===== src/hdl/spa_pkg.sv =====
`default_nettype none
// ----------------------------------------------------------------------------
// Surface pool allocator package
// Request codes, fixed port widths and the config reset value used by the allocator.
// ----------------------------------------------------------------------------
package spa_pkg;

    localparam int CFG_W     = 6;
    localparam int PORT_SLOT_W = 5;
    localparam int CFG_RESET = 17;

    localparam logic REQ_GET     = 1'b0;
    localparam logic REQ_RELEASE = 1'b1;

endpackage
`default_nettype wire


===== src/hdl/spa_stamp_ram.sv =====
`default_nettype none
// ----------------------------------------------------------------------------
// Surface pool allocator stamp memory
// One write port and one read port with registered read data.
// ----------------------------------------------------------------------------
module spa_stamp_ram #(
    parameter int DEPTH  = 32,
    parameter int ADDR_W = 5,
    parameter int DATA_W = 32
) (
    input  wire logic              clk,
    input  wire logic              we,
    input  wire logic [ADDR_W-1:0] waddr,
    input  wire logic [DATA_W-1:0] wdata,
    input  wire logic [ADDR_W-1:0] raddr,
    output logic      [DATA_W-1:0] rdata
);

    logic [DATA_W-1:0] mem [DEPTH];

    always_ff @(posedge clk)
    begin
        if (we)
        begin
            mem[waddr] <= wdata;
        end
        rdata <= mem[raddr];
    end

endmodule
`default_nettype wire


===== src/hdl/surface_pool_allocator.sv =====
`default_nettype none
// ----------------------------------------------------------------------------
// Surface pool allocator
// Hands out pool slots, first free slot else the one with the oldest stamp.
// ----------------------------------------------------------------------------
// A request is a transfer at a rising edge with start high and busy low.
// req_type selects get or release; slot_in names the slot to release.
// Each request produces one result on slot_out, evicted and error, marked
// by done for exactly one cycle; the receiver cannot stall it.
// A release is handled in the idle state: done follows the transfer edge and
// a new request may be taken while done is high.
// A get walks the slots one per cycle through a single stamp compare and
// the stamp memory read port. It stops at the first free slot; when all n
// slots are busy it passes through a drain state and picks the oldest stamp.
// The write state then registers the result; unwritten stamps read as zero.
// slots_in_use is written through cfg_we and cfg_wdata; the user must write
// it only while idle, which the block does not enforce. Reset clears all busy
// marks, stamp valid bits and the stamp counter; it sets slots_in_use to 17.
// ----------------------------------------------------------------------------
module surface_pool_allocator #(
    parameter int MAX_SLOTS  = 32,
    parameter int STAMP_BITS = 32
) (
    input  wire logic                        clk,
    input  wire logic                        rst_n,
    input  wire logic                        start,
    output logic                             busy,
    input  wire logic                        req_type,
    input  wire logic [spa_pkg::PORT_SLOT_W-1:0] slot_in,
    output logic                             done,
    output logic      [spa_pkg::PORT_SLOT_W-1:0] slot_out,
    output logic                             evicted,
    output logic                             error,
    input  wire logic                        cfg_we,
    input  wire logic [spa_pkg::CFG_W-1:0]   cfg_wdata
);

    localparam int SLOT_W = (MAX_SLOTS > 1) ? $clog2(MAX_SLOTS) : 1;
    localparam int CNT_RAW = $clog2(MAX_SLOTS + 1);
    localparam int CW = (CNT_RAW > spa_pkg::CFG_W) ? CNT_RAW : spa_pkg::CFG_W;

    localparam logic [1:0] ST_IDLE  = 2'd0;
    localparam logic [1:0] ST_SCAN  = 2'd1;
    localparam logic [1:0] ST_DRAIN = 2'd2;
    localparam logic [1:0] ST_WRITE = 2'd3;

    logic [1:0]                   state_reg, state_next;
    logic [spa_pkg::CFG_W-1:0]    cfg_reg, cfg_next;
    logic [MAX_SLOTS-1:0]         busy_reg, busy_next;
    logic [MAX_SLOTS-1:0]         valid_reg, valid_next;
    logic [STAMP_BITS-1:0]        next_stamp_reg, next_stamp_next;
    logic                         done_reg, done_next;
    logic                         pend_reg, pend_next;

    logic [SLOT_W-1:0]            k_reg, k_next;
    logic [SLOT_W-1:0]            kd_reg, kd_next;
    logic [SLOT_W-1:0]            oldest_reg, oldest_next;
    logic [STAMP_BITS-1:0]        oldest_stamp_reg, oldest_stamp_next;
    logic [SLOT_W-1:0]            pick_reg, pick_next;
    logic                         evict_reg, evict_next;
    logic                         rd_valid_reg;
    logic [spa_pkg::PORT_SLOT_W-1:0] slot_out_reg, slot_out_next;
    logic                         evicted_reg, evicted_next;
    logic                         error_reg, error_next;

    logic [CW-1:0]                cfg_ext;
    logic [CW-1:0]                n_eff;
    logic                         last;
    logic [SLOT_W-1:0]            rel_idx;
    logic                         rel_ok;
    logic [STAMP_BITS-1:0]        ram_rdata;
    logic [STAMP_BITS-1:0]        stamp_rd;
    logic                         take;
    logic                         ram_we;

    assign cfg_ext = CW'(cfg_reg);
    assign n_eff   = (cfg_ext > CW'(MAX_SLOTS)) ? CW'(MAX_SLOTS) :
                     ((cfg_ext == '0) ? CW'(1) : cfg_ext);
    assign last    = (CW'(k_reg) + CW'(1)) == n_eff;
    assign rel_idx = SLOT_W'(slot_in);
    assign rel_ok  = (CW'(slot_in) < n_eff) && busy_reg[rel_idx];
    assign stamp_rd = rd_valid_reg ? ram_rdata : '0;
    assign take    = pend_reg && ((kd_reg == '0) || (stamp_rd < oldest_stamp_reg));
    assign ram_we  = (state_reg == ST_WRITE);

    spa_stamp_ram #(
        .DEPTH  (MAX_SLOTS),
        .ADDR_W (SLOT_W),
        .DATA_W (STAMP_BITS)
    ) u_stamp_ram (
        .clk   (clk),
        .we    (ram_we),
        .waddr (pick_reg),
        .wdata (next_stamp_reg),
        .raddr (k_reg),
        .rdata (ram_rdata)
    );

    always_comb
    begin
        state_next        = state_reg;
        cfg_next          = cfg_we ? cfg_wdata : cfg_reg;
        busy_next         = busy_reg;
        valid_next        = valid_reg;
        next_stamp_next   = next_stamp_reg;
        done_next         = 1'b0;
        pend_next         = pend_reg;
        k_next            = k_reg;
        kd_next           = kd_reg;
        oldest_next       = take ? kd_reg : oldest_reg;
        oldest_stamp_next = take ? stamp_rd : oldest_stamp_reg;
        pick_next         = pick_reg;
        evict_next        = evict_reg;
        slot_out_next     = slot_out_reg;
        evicted_next      = evicted_reg;
        error_next        = error_reg;

        unique case (state_reg)
            ST_IDLE:
            begin
                if (start)
                begin
                    if (req_type == spa_pkg::REQ_GET)
                    begin
                        k_next     = '0;
                        pend_next  = 1'b0;
                        state_next = ST_SCAN;
                    end
                    else
                    begin
                        if (rel_ok)
                        begin
                            busy_next[rel_idx] = 1'b0;
                        end
                        slot_out_next = slot_in;
                        evicted_next  = 1'b0;
                        error_next    = !rel_ok;
                        done_next     = 1'b1;
                    end
                end
            end
            ST_SCAN:
            begin
                if (!busy_reg[k_reg])
                begin
                    pick_next  = k_reg;
                    evict_next = 1'b0;
                    pend_next  = 1'b0;
                    state_next = ST_WRITE;
                end
                else
                begin
                    pend_next = 1'b1;
                    kd_next   = k_reg;
                    if (last)
                    begin
                        state_next = ST_DRAIN;
                    end
                    else
                    begin
                        k_next = k_reg + SLOT_W'(1);
                    end
                end
            end
            ST_DRAIN:
            begin
                pick_next  = oldest_next;
                evict_next = 1'b1;
                pend_next  = 1'b0;
                state_next = ST_WRITE;
            end
            ST_WRITE:
            begin
                busy_next[pick_reg]  = 1'b1;
                valid_next[pick_reg] = 1'b1;
                next_stamp_next      = next_stamp_reg + STAMP_BITS'(1);
                slot_out_next        = spa_pkg::PORT_SLOT_W'(pick_reg);
                evicted_next         = evict_reg;
                error_next           = 1'b0;
                done_next            = 1'b1;
                state_next           = ST_IDLE;
            end
            default:
            begin
                state_next = ST_IDLE;
            end
        endcase
    end

    always_ff @(posedge clk or negedge rst_n)
    begin
        if (!rst_n)
        begin
            state_reg      <= ST_IDLE;
            cfg_reg        <= spa_pkg::CFG_W'(spa_pkg::CFG_RESET);
            busy_reg       <= '0;
            valid_reg      <= '0;
            next_stamp_reg <= '0;
            done_reg       <= 1'b0;
            pend_reg       <= 1'b0;
        end
        else
        begin
            state_reg      <= state_next;
            cfg_reg        <= cfg_next;
            busy_reg       <= busy_next;
            valid_reg      <= valid_next;
            next_stamp_reg <= next_stamp_next;
            done_reg       <= done_next;
            pend_reg       <= pend_next;
        end
    end

    always_ff @(posedge clk)
    begin
        k_reg            <= k_next;
        kd_reg           <= kd_next;
        oldest_reg       <= oldest_next;
        oldest_stamp_reg <= oldest_stamp_next;
        pick_reg         <= pick_next;
        evict_reg        <= evict_next;
        rd_valid_reg     <= valid_reg[k_reg];
        slot_out_reg     <= slot_out_next;
        evicted_reg      <= evicted_next;
        error_reg        <= error_next;
    end

    assign busy     = (state_reg != ST_IDLE);
    assign done     = done_reg;
    assign slot_out = slot_out_reg;
    assign evicted  = evicted_reg;
    assign error    = error_reg;

    // A result never reports both an eviction and a release error.
    assert property (@(posedge clk) disable iff (!rst_n)
        done |-> !(evicted && error))
        else $error("result flags both eviction and error");

    // An accepted release produces its result in the next cycle.
    assert property (@(posedge clk) disable iff (!rst_n)
        (start && !busy && (req_type == spa_pkg::REQ_RELEASE)) |=> done)
        else $error("release result missing");

    // The granted slot is marked busy once a get completes.
    assert property (@(posedge clk) disable iff (!rst_n)
        (state_reg == ST_WRITE) |=> (done && busy_reg[$past(pick_reg)]))
        else $error("granted slot not marked busy");

endmodule
`default_nettype wire

===== config.mk =====
export PLATFORM = sky130hd
export DESIGN_NAME = surface_pool_allocator
export DESIGN_NICKNAME = d
export VERILOG_FILES = /design/src/hdl/spa_pkg.sv /design/src/hdl/spa_stamp_ram.sv /design/src/hdl/surface_pool_allocator.sv
export SDC_FILE = /design/constraint.sdc
export NUM_CORES = 1
export LEC_CHECK = 0
export BUFFER_PORTS_ARGS = -buffer_cell sky130_fd_sc_hd__buf_4
export CELL_PAD_IN_SITES_DETAIL_PLACEMENT = 1
export CELL_PAD_IN_SITES_GLOBAL_PLACEMENT = 2
export CORE_ASPECT_RATIO = 1.25
export CORE_MARGIN = 8
export CORE_UTILIZATION = 35
export DETAILED_ROUTE_END_ITERATION = 6
export MAX_ROUTING_LAYER = met4
export PLACE_DENSITY = 0.62
export RECOVER_POWER = 100
export SYNTH_ARGS = -nofsm -noshare
export SYNTH_HDL_FRONTEND = slang
export SYNTH_SLANG_ARGS = --single-unit

===== constraint.sdc =====
create_clock -name clk -period 6.9 [get_ports clk]
set_input_delay 0.345 -clock clk [delete_from_list [all_inputs] [get_ports clk]]
set_output_delay 0.345 -clock clk [all_outputs]
set_load 0.02 [all_outputs]

## Word level (Yosys, flattened, before mapping)

Memories as Yosys holds them, arrays and structs flattened. A register that Yosys moved wholly into a read port is not among the register bits.
Cells that the tools add are included.

| storage, ports and cells | value |
|---|---|
| bits in registers | 167 |
| memory bits (writable) | 1024 |
| input port bits | 16 |
| output and inout port bits | 9 |
| memories kept | 1 |

Memory list:

| memory | depth | width | rd ports | clocked after Yosys merged registers in | wr ports | line | source |
|---|---|---|---|---|---|---|---|
| u_stamp_ram.mem | 32 | 32 | 1 | 1 | 1 | spa_stamp_ram.sv:19 | `logic [DATA_W-1:0] mem [DEPTH];` |

| cells by class | value |
|---|---|
| add/sub/neg operators | 3 |
| magnitude comparators | 8 |
| eq/ne operators | 12 |
| muxes and demuxes | 50 |
| bitwise logic cells | 4 |
| reductions and logical operators | 21 |

Operators by type and width:

| operator | count |
|---|---|
| $mux W32 | 4 |
| $or A32 B32 Y32 | 2 |
| $pmux W32 S2 | 1 |
| $mux W5 | 8 |
| $add A32 B1 Y32 const B | 1 |
| $and A32 B32 Y32 | 1 |
| $lt A32 B32 Y1 | 1 |
| $not A32 Y32 | 1 |
| $pmux W5 S2 | 3 |
| $lt A5 B6 Y1 const B | 3 |
| $mux W1 | 17 |
| $bmux W1 S5 | 3 |
| $ne A2 B2 Y1 const B | 7 |
| $mux W6 | 2 |
| $demux W1 S5 | 2 |
| $ge A5 B1 Y1 const B | 2 |
| $reduce_and A3 Y1 | 3 |
| $mux W2 | 4 |
| $pmux W1 S2 | 4 |
| $pmux W2 S4 | 1 |
| $reduce_bool A2 Y1 | 4 |
| $add A5 B1 Y6 const B | 1 |
| $eq A6 B6 Y1 | 1 |
| $gt A6 B6 Y1 const B | 1 |
| other kinds (16) | 21 |

## Logic depth before layout (Yosys ltp)

Gate-level depths: netlist (run 1).

| logic depth | value |
|---|---|
| depth after elaboration | 10 |
| depth in mapped cells | 11 |

## Hierarchy

From an unflattened synthesis (run 1), not the netlist that was laid out.

| second synthesis, totals | value |
|---|---|
| cells, all modules | 3088 |
| area, all modules | 49595.1 um2 |

By module, submodules not included:

| module | times used | cells an instance | area each (um2) |
|---|---|---|---|
| spa_stamp_ram | 1 | 2260 | 40488.8 |
| surface_pool_allocator | 1 | 828 | 9106.2 |

## Worst setup path after synthesis (run 1)

No wires, ideal clock.

| timing path | value |
|---|---|
| kind | flip-flop to flip-flop |
| start | reg rd_valid_reg |
| end | reg oldest_stamp_reg[0], enable pin |
| setup time | 0.387 ns |
| arrival | 2.937 ns |
| path slack | 3.577 ns |
| cell stages (with the launch flop) | 11 |
| buffers on the path | 1 |
| path through | dfxtp_1 -> clkbuf_1 -> and2_1 -> ha_1 -> a41oi_1 -> o21ai_0 -> a221o_1 -> o31ai_2 -> a21oi_1 -> or2_1 -> inv_1 |

| on the way | value |
|---|---|
| cells in the longest elaborated chain, start to end | 4 |

Ends and longest elaborated chain:

| what | line | source |
|---|---|---|
| from (decl) | surface_pool_allocator.sv:61 | `logic rd_valid_reg;` |
| from (signal assigned) | surface_pool_allocator.sv:222 | `rd_valid_reg <= valid_reg[k_reg];` |
| $mux W32 | surface_pool_allocator.sv:82 | `assign stamp_rd = rd_valid_reg ? ram_rdata : '0;` |
| named net stamp_rd[19] | surface_pool_allocator.sv:72 | `logic [STAMP_BITS-1:0] stamp_rd;` |
| $lt A32 B32 Y1 | surface_pool_allocator.sv:83 | `assign take = pend_reg && ((kd_reg == '0) \|\| (stamp_rd < oldest_stamp_reg));` |
| $logic_or A1 B1 Y1 | surface_pool_allocator.sv:83 |  |
| $logic_and A1 B1 Y1 | surface_pool_allocator.sv:83 |  |
| to (signal assigned) | surface_pool_allocator.sv:219 | `oldest_stamp_reg <= oldest_stamp_next;` |
| to (decl) | surface_pool_allocator.sv:58 | `logic [STAMP_BITS-1:0] oldest_stamp_reg, oldest_stamp_next;` |

The timed path passes the listed nets, and every way through them passes these cells.
A chain may end at the register's enable or synchronous reset.

## Final worst setup path (run 1)

| timing path | value |
|---|---|
| start | reg state_reg[0] |
| end | mem u_stamp_ram.mem[20][14], enable pin |

| on the way | value |
|---|---|
| cells in the longest elaborated chain, start to end | 3 |

Ends and longest elaborated chain:

| what | line | source |
|---|---|---|
| from (decl) | surface_pool_allocator.sv:47 | `logic [1:0] state_reg, state_next;` |
| from (signal assigned) | surface_pool_allocator.sv:204 | `state_reg <= state_next;` |
| $eq A2 B2 Y1 | surface_pool_allocator.sv:84 | `assign ram_we = (state_reg == ST_WRITE);` |
| $mux W1 | spa_stamp_ram.sv:23 | `if (we)` |
| $mux W1 (implied by the code) | spa_stamp_ram.sv:25 | `mem[waddr] <= wdata;` |
| to (decl) | spa_stamp_ram.sv:19 |  |

No other way between the ends.

==> flow_summary.json, run 1 <==
{
  "antenna_found_initial": 6,
  "synth_ff_type": "edfxtp_1",
  "cts_made_buffers": 114,
  "critPathLaunchType": "flip-flop",
  "synth-seq-cells": 1223,
  "final_cell_mix": "edfxtp_1 (1079), mux4_2 (342), clkbuf_16 (115), dfrtp_1 (104)",
  "via_per_inst": 5.38,
  "netlist_area_mm2": 0.0479,
  "ys_seq_area_frac": 0.747,
  "min_period_over_period": 0.768,
  "core_area_mm2": 0.137,
  "cp_max_fo": 31,
  "fin_skew_ps": 27.6,
  "clkLatencyLatePin_ps": 730,
  "gp_congestion": 0.761,
  "place_hpwl_mm": 66.8,
  "ant_nets": 0,
  "largest_register_ffs": 1024,
  "cpMaxStageDelayCell": "clkbuf_1",
  "drv_slew": 1212,
  "drc": 0,
  "final_util": 0.396,
  "rsz0062_at_grt": "no",
  "cap_violations": 42,
  "synth-edff-count": 1079,
  "cts-htree-levels": 3,
  "grt_max_degree": 134,
  "fmax_ghz": 0.189,
  "wl_per_cell_um": 29.7,
  "finalNonFillerCells": 4232,
  "wl_mm": 126,
  "grt_first_pass_wirelength_mm": 183,
  "crit_arrival_ps": 5550,
  "path_clk_slew_ps": 60,
  "tns_ps": 0,
  "syn_to_final_growth_pct": 12.9,
  "yosys.cell_types.count": 60,
  "final_common_cell": "edfxtp_1",
  "drtIter0Drc": 2099,
  "period_needed_ps": 5300,
  "worst_slew_pin_slew_ps": 4180,
  "p_per_area_mw_per_mm2": 401,
  "die_area_mm2": 0.149,
  "design_power_total_mw": 21.7,
  "worstPathRequired_ps": 7150,
  "antenna_cells": 0,
  "vias": 22782,
  "dp.cells": 4008,
  "max-slew-margin-rel": -1.79,
  "cp-end-kind": "flip-flop",
  "grt_pass1_vias": 24944,
  "io-pin-count": 25,
  "dr.pass1.iters": 7,
  "grt-ovfl-total": 0,
  "fin_nets": 2420,
  "fp-row-count": 152,
  "drive_gt1_frac": 0.249,
  "path_class": "flip-flop to flip-flop",
  "postCtsSetupRepairBufs": 0,
  "io_buffers": 24,
  "setup_viol": 0,
  "fillers": 12824,
  "largest_register": "u_stamp_ram.mem",
  "synth.yosys.warnings": 0,
  "status": "finished with violations",
  "gr-usage-all-layers": 0.172,
  "syn_nets": 2330,
  "hold_path.class": "input port to flip-flop",
  "cts_tree": "done",
  "synthesis.instances": 2273,
  "power_leakage_nw": 18.3,
  "path_cells": "ha_1 > inv_1 > or3_1 > nor2_1 > clkbuf_1",
  "cts.sinks": 1223,
  "chipWidth_um": 347,
  "vdd_drop_max_uv": 381,
  "hold_violations": 0,
  "die_h_um": 430,
  "cts_max_path_buffers": 3,
  "syn_area_per_cell_um2": 21.1,
  "root_buffer": "clkbuf_16",
  "critical_path.max_stage_delay_ps": 2420,
  "start_util": 0.351,
  "holdWs_ps": 114,
  "synthArstFlopShare": 0.0867,
  "violations": "capacitance limit, slew limit"
}
-- stage by stage --
step                      cell area [um^2]  worst slack [ps]
after floorplan                      47900              3580
after global placement               50500              2860
after detailed placement             50500              2960
after CTS                            54500              2920
after global routing                 54100              1350
final                                54100              1600
-- path summary, 6_finish.rpt --
check / startpoint / endpoint / slack, ps / cells after the start
max: state_reg[0] / u_stamp_ram.mem[20][14] / 1600 / 5
min: slot_in[3] / busy_reg[24] / 110 / 4
max reg2reg: state_reg[0] / u_stamp_ram.mem[20][14] / 1600 / 5
min reg2reg: valid_reg[27] / valid_reg[27] / 460 / 1
max in group asynchronous: rst_n / next_stamp_reg[14] / 3340 / 3
min in group asynchronous: rst_n / cfg_ext[1] / 1360 / 2
-- logic make-up (layout without fill, tap and decap cells) --
group / Yosys count / in the layout / share of synthesized area
muxes: 400 / 400 / 0.174
adders and majority gates: 41 / 41 / 0.0107
AOI/OAI and AO/OA: 138 / 138 / 0.0170
buffers and inverters: 155 / 343 / 0.0133
xor gates and xnor gates: 38 / 38 / 0.00694
DFF: 1223 / 1223 / 0.747
and+or+nand+nor: 278 / 278 / 0.0309
-- area by class of cell --
class / instances / area (um^2) / share of cell area
inverters: 45 / 174 / 0.00321
clock buffers: 160 / 3160 / 0.0583
well taps: 1771 / 2220 / 0.0409
clock inverters: 54 / 704 / 0.0130
flip-flops and latches: 1223 / 35800 / 0.662
repair buffers: 84 / 532 / 0.00982
multi-input cells: 895 / 11500 / 0.213
-- layer usage --
metal  track usage  share of wire
met3        0.0182          0.035
met1         0.215           0.42
met5             -              0
met2         0.300           0.53
met4        0.0474          0.020
-- power breakdown --
group	total, mW	switching (mW)	internal (mW)
Sequential	9.39	0.528	8.86
Combinational	5.84	3.04	2.80
Clock	6.49	2.77	3.72
-- timing repair --
action | 4_1_cts | 5_1_grt
hold endpoints to repair | 62 | 0
resized for setup | 0 | 0
hold buffers | 10 | 0
-- worst max-delay path, delay by kind of cell (launching register included) --
| kind | cells | cell delay [ps] |
|---|---|---|
| simple gates | 2 | 1260 |
| flops | 1 | 410 |
| fa+ha+maj | 1 | 500 |
| buf+inv | 2 | 2610 |
-- Yosys cell counts, drive strengths merged (9+ instances only) --
cell type / number / area (um^2)
edfxtp: 1079 / 32400
mux4: 342 / 7700
dfrtp: 104 / 2600
a21oi: 79 / 395
clkbuf: 74 / 278
nor2: 64 / 240
mux2: 47 / 529
inv: 45 / 169
and2: 43 / 269
ha: 41 / 513
dfxtp: 38 / 761
nand2: 37 / 139
buf: 36 / 193
or2: 34 / 213
nand3: 28 / 140
xnor2: 21 / 184
o21ai: 18 / 93.8
xor2: 17 / 149
mux2i: 11 / 110
nand4: 11 / 68.8
nand2b: 10 / 62.6
and3: 9 / 56.3
nor3: 9 / 45.0
(Power assumes the default switching activity.)
==> inputs of run 2 (changes only) <==
PLACE_DENSITY = 0.64   (was 0.62)
clock period = 4.3 ns   (was 6.9 ns; I/O delays follow)
==> run 2 against run 1 <==
Against the previous run:
- the run still ends with capacitance limit, slew limit left
- final cell count grew 1.1%
- first-iteration DRC count shrank 9.8%
- wire length grew 1.6%
- clock power grew 57%
- via count grew 1.5%
- maximum frequency grew 38%
- power grew 59%
- largest power group unchanged
==> flow_summary.json, run 2 (same netlist as run 1, synthesis figures left out) <==
{
  "fp-row-count": 152,
  "fin_nets": 2462,
  "root_buffer": "clkbuf_16",
  "start_util": 0.351,
  "cp-end-kind": "flip-flop",
  "combinationalPowerShare": 0.275,
  "drive_gt1_frac": 0.265,
  "p_per_area_mw_per_mm2": 633,
  "holdBufCountCts": 15,
  "period_needed_ps": 3830,
  "die_h_um": 430,
  "drc": 0,
  "grt_pass1_vias": 24878,
  "gr-usage-all-layers": 0.174,
  "postCtsSetupRepairBufs": 0,
  "core_area_mm2": 0.137,
  "cts_resized": 0,
  "setup_viol": 0,
  "drv_slew": 647,
  "final_cell_mix": "edfxtp_1 (1079), mux4_2 (342), clkbuf_16 (120), dfrtp_1 (104), a21oi_1 (79)",
  "switching_power_mw": 10.1,
  "tns_ps": 0,
  "grt_max_degree": 91,
  "ant_nets": 0,
  "worstPathRequired_ps": 4910,
  "critical_path.max_stage_delay_ps": 2060,
  "crit_arrival_ps": 4440,
  "syn_to_final_growth_pct": 14.0,
  "fillers": 12880,
  "cpMostUsedCell": "a21oi_1",
  "pwr-share-clk": 0.296,
  "io_buffers": 24,
  "vdd_drop_max_uv": 358,
  "clkLatencyLatePin_ps": 710,
  "violations": "capacitance limit, slew limit",
  "p_int_mw": 24.5,
  "rsz0062_at_grt": "no",
  "max-slew-margin-rel": -0.737,
  "dr.pass1.iters": 5,
  "io-pin-count": 25,
  "cp_max_fo": 21,
  "cap_violations": 30,
  "worst_slew_pin_slew_ps": 2600,
  "fmax_ghz": 0.261,
  "chipWidth_um": 347,
  "final_util": 0.400,
  "swShare": 0.291,
  "design_power_total_mw": 34.6,
  "cts_tree": "done",
  "via_per_inst": 5.40,
  "antenna_found_initial": 2,
  "place_hpwl_mm": 70.8,
  "path_cells": "ha_1 > nand3b_1 > nor2_1 > buf_12 > a21oi_1 > a21oi_1",
  "seq_area_mm2": 0.0358,
  "largest_register": "u_stamp_ram.mem",
  "wl_mm": 128,
  "min_period_over_period": 0.891,
  "grt_first_pass_wirelength_mm": 183,
  "gp_congestion": 0.774,
  "power_leakage_nw": 18.6,
  "hold_violations": 0,
  "drtIter0Drc": 1894,
  "cts_made_buffers": 117,
  "die_area_mm2": 0.149,
  "cts-htree-levels": 3,
  "path_clk_slew_ps": 70,
  "critPathLaunchType": "flip-flop",
  "wl_per_cell_um": 29.8,
  "largest_register_ffs": 1024,
  "cts_max_path_buffers": 3,
  "hold_path.class": "input port to flip-flop",
  "grt-ovfl-total": 0,
  "cpMaxStageDelayCell": "nor2_1",
  "cts.sinks": 1223,
  "multiInputGateArea_mm2": 0.0115,
  "vias": 23127,
  "fin_skew_ps": 20.4,
  "status": "finished with violations",
  "pwr-share-seq": 0.428,
  "path_class": "flip-flop to flip-flop",
  "final_common_cell": "edfxtp_1"
}
run 2: cell types whose count changed in the layout (fill, tap and decap cells not counted), sizes merged:
cell,delta
clkinv,+1
dlygate4sd3,+5
bufinv,-6
buf,+25
diode,+4
clkbuf,+17
clkinvlp,+2
run 2: routing by layer:
| layer | wire (um) | vias up | part of all wire | GRT usage |
|---|---|---|---|---|
| met3 | 5660 | 191 | 0.044 | 0.0224 |
| met5 | 0 | - | 0 | - |
| met4 | 3850 | 0 | 0.030 | 0.0568 |
| met2 | 64000 | 589 | 0.50 | 0.287 |
| met1 | 54100 | 12746 | 0.42 | 0.225 |
| li1 | - | 9601 | - | - |
run 2: path summary, 6_finish.rpt:
check                      slack (ps)            end     startpoint  cells after the start
min                               100    slot_out[0]     slot_in[0]                      2
min reg2reg                       470  valid_reg[23]  valid_reg[23]                      1
max reg2reg                       470   busy_reg[25]   state_reg[0]                      6
max                               470   busy_reg[25]   state_reg[0]                      6
min in group asynchronous         540     cfg_ext[2]          rst_n                      2
max in group asynchronous        1680   busy_reg[24]          rst_n                      3
run 2: worst max-delay path: cells and delay by family (launching register included):
family	cells	cell delay [ps]
compound gates	2	260
fa+ha+maj	1	250
buf+inv	1	320
flops	1	420
simple gates	2	2470
run 2: layout make-up:
cell class | instances | share of cell area
inverter | 45 | 0.00318
antenna | 4 | 0.000183
timing repair buffer | 123 | 0.0199
clock buffer | 168 | 0.0606
multi-input combinational | 895 | 0.211
tap | 1771 | 0.0406
sequential | 1223 | 0.655
clock inverter | 51 | 0.00898
run 2: per-stage QoR:
stage               setup WS [ps]  cells  cell area [um^2]  hold slack (ps)
finish                        469   4280             54600              104
global route                  254   4277             54600              101
CTS                           708   4276             55100             48.9
detailed placement            722   4042             51100              420
global placement              845   4042             51100              392
floorplan                     977   2273             47900            -80.6
run 2: power groups by stage:
stage / logic [mW] / clock network (mW) / registers, mW
after detailed placement: 9.90 / 0 / 15.0
after floorplan: 6.81 / 0 / 14.8
after global placement: 9.70 / 0 / 15.0
after CTS: 9.95 / 10.5 / 14.8
final: 9.53 / 10.2 / 14.8
after global routing: 10.2 / 10.9 / 14.9
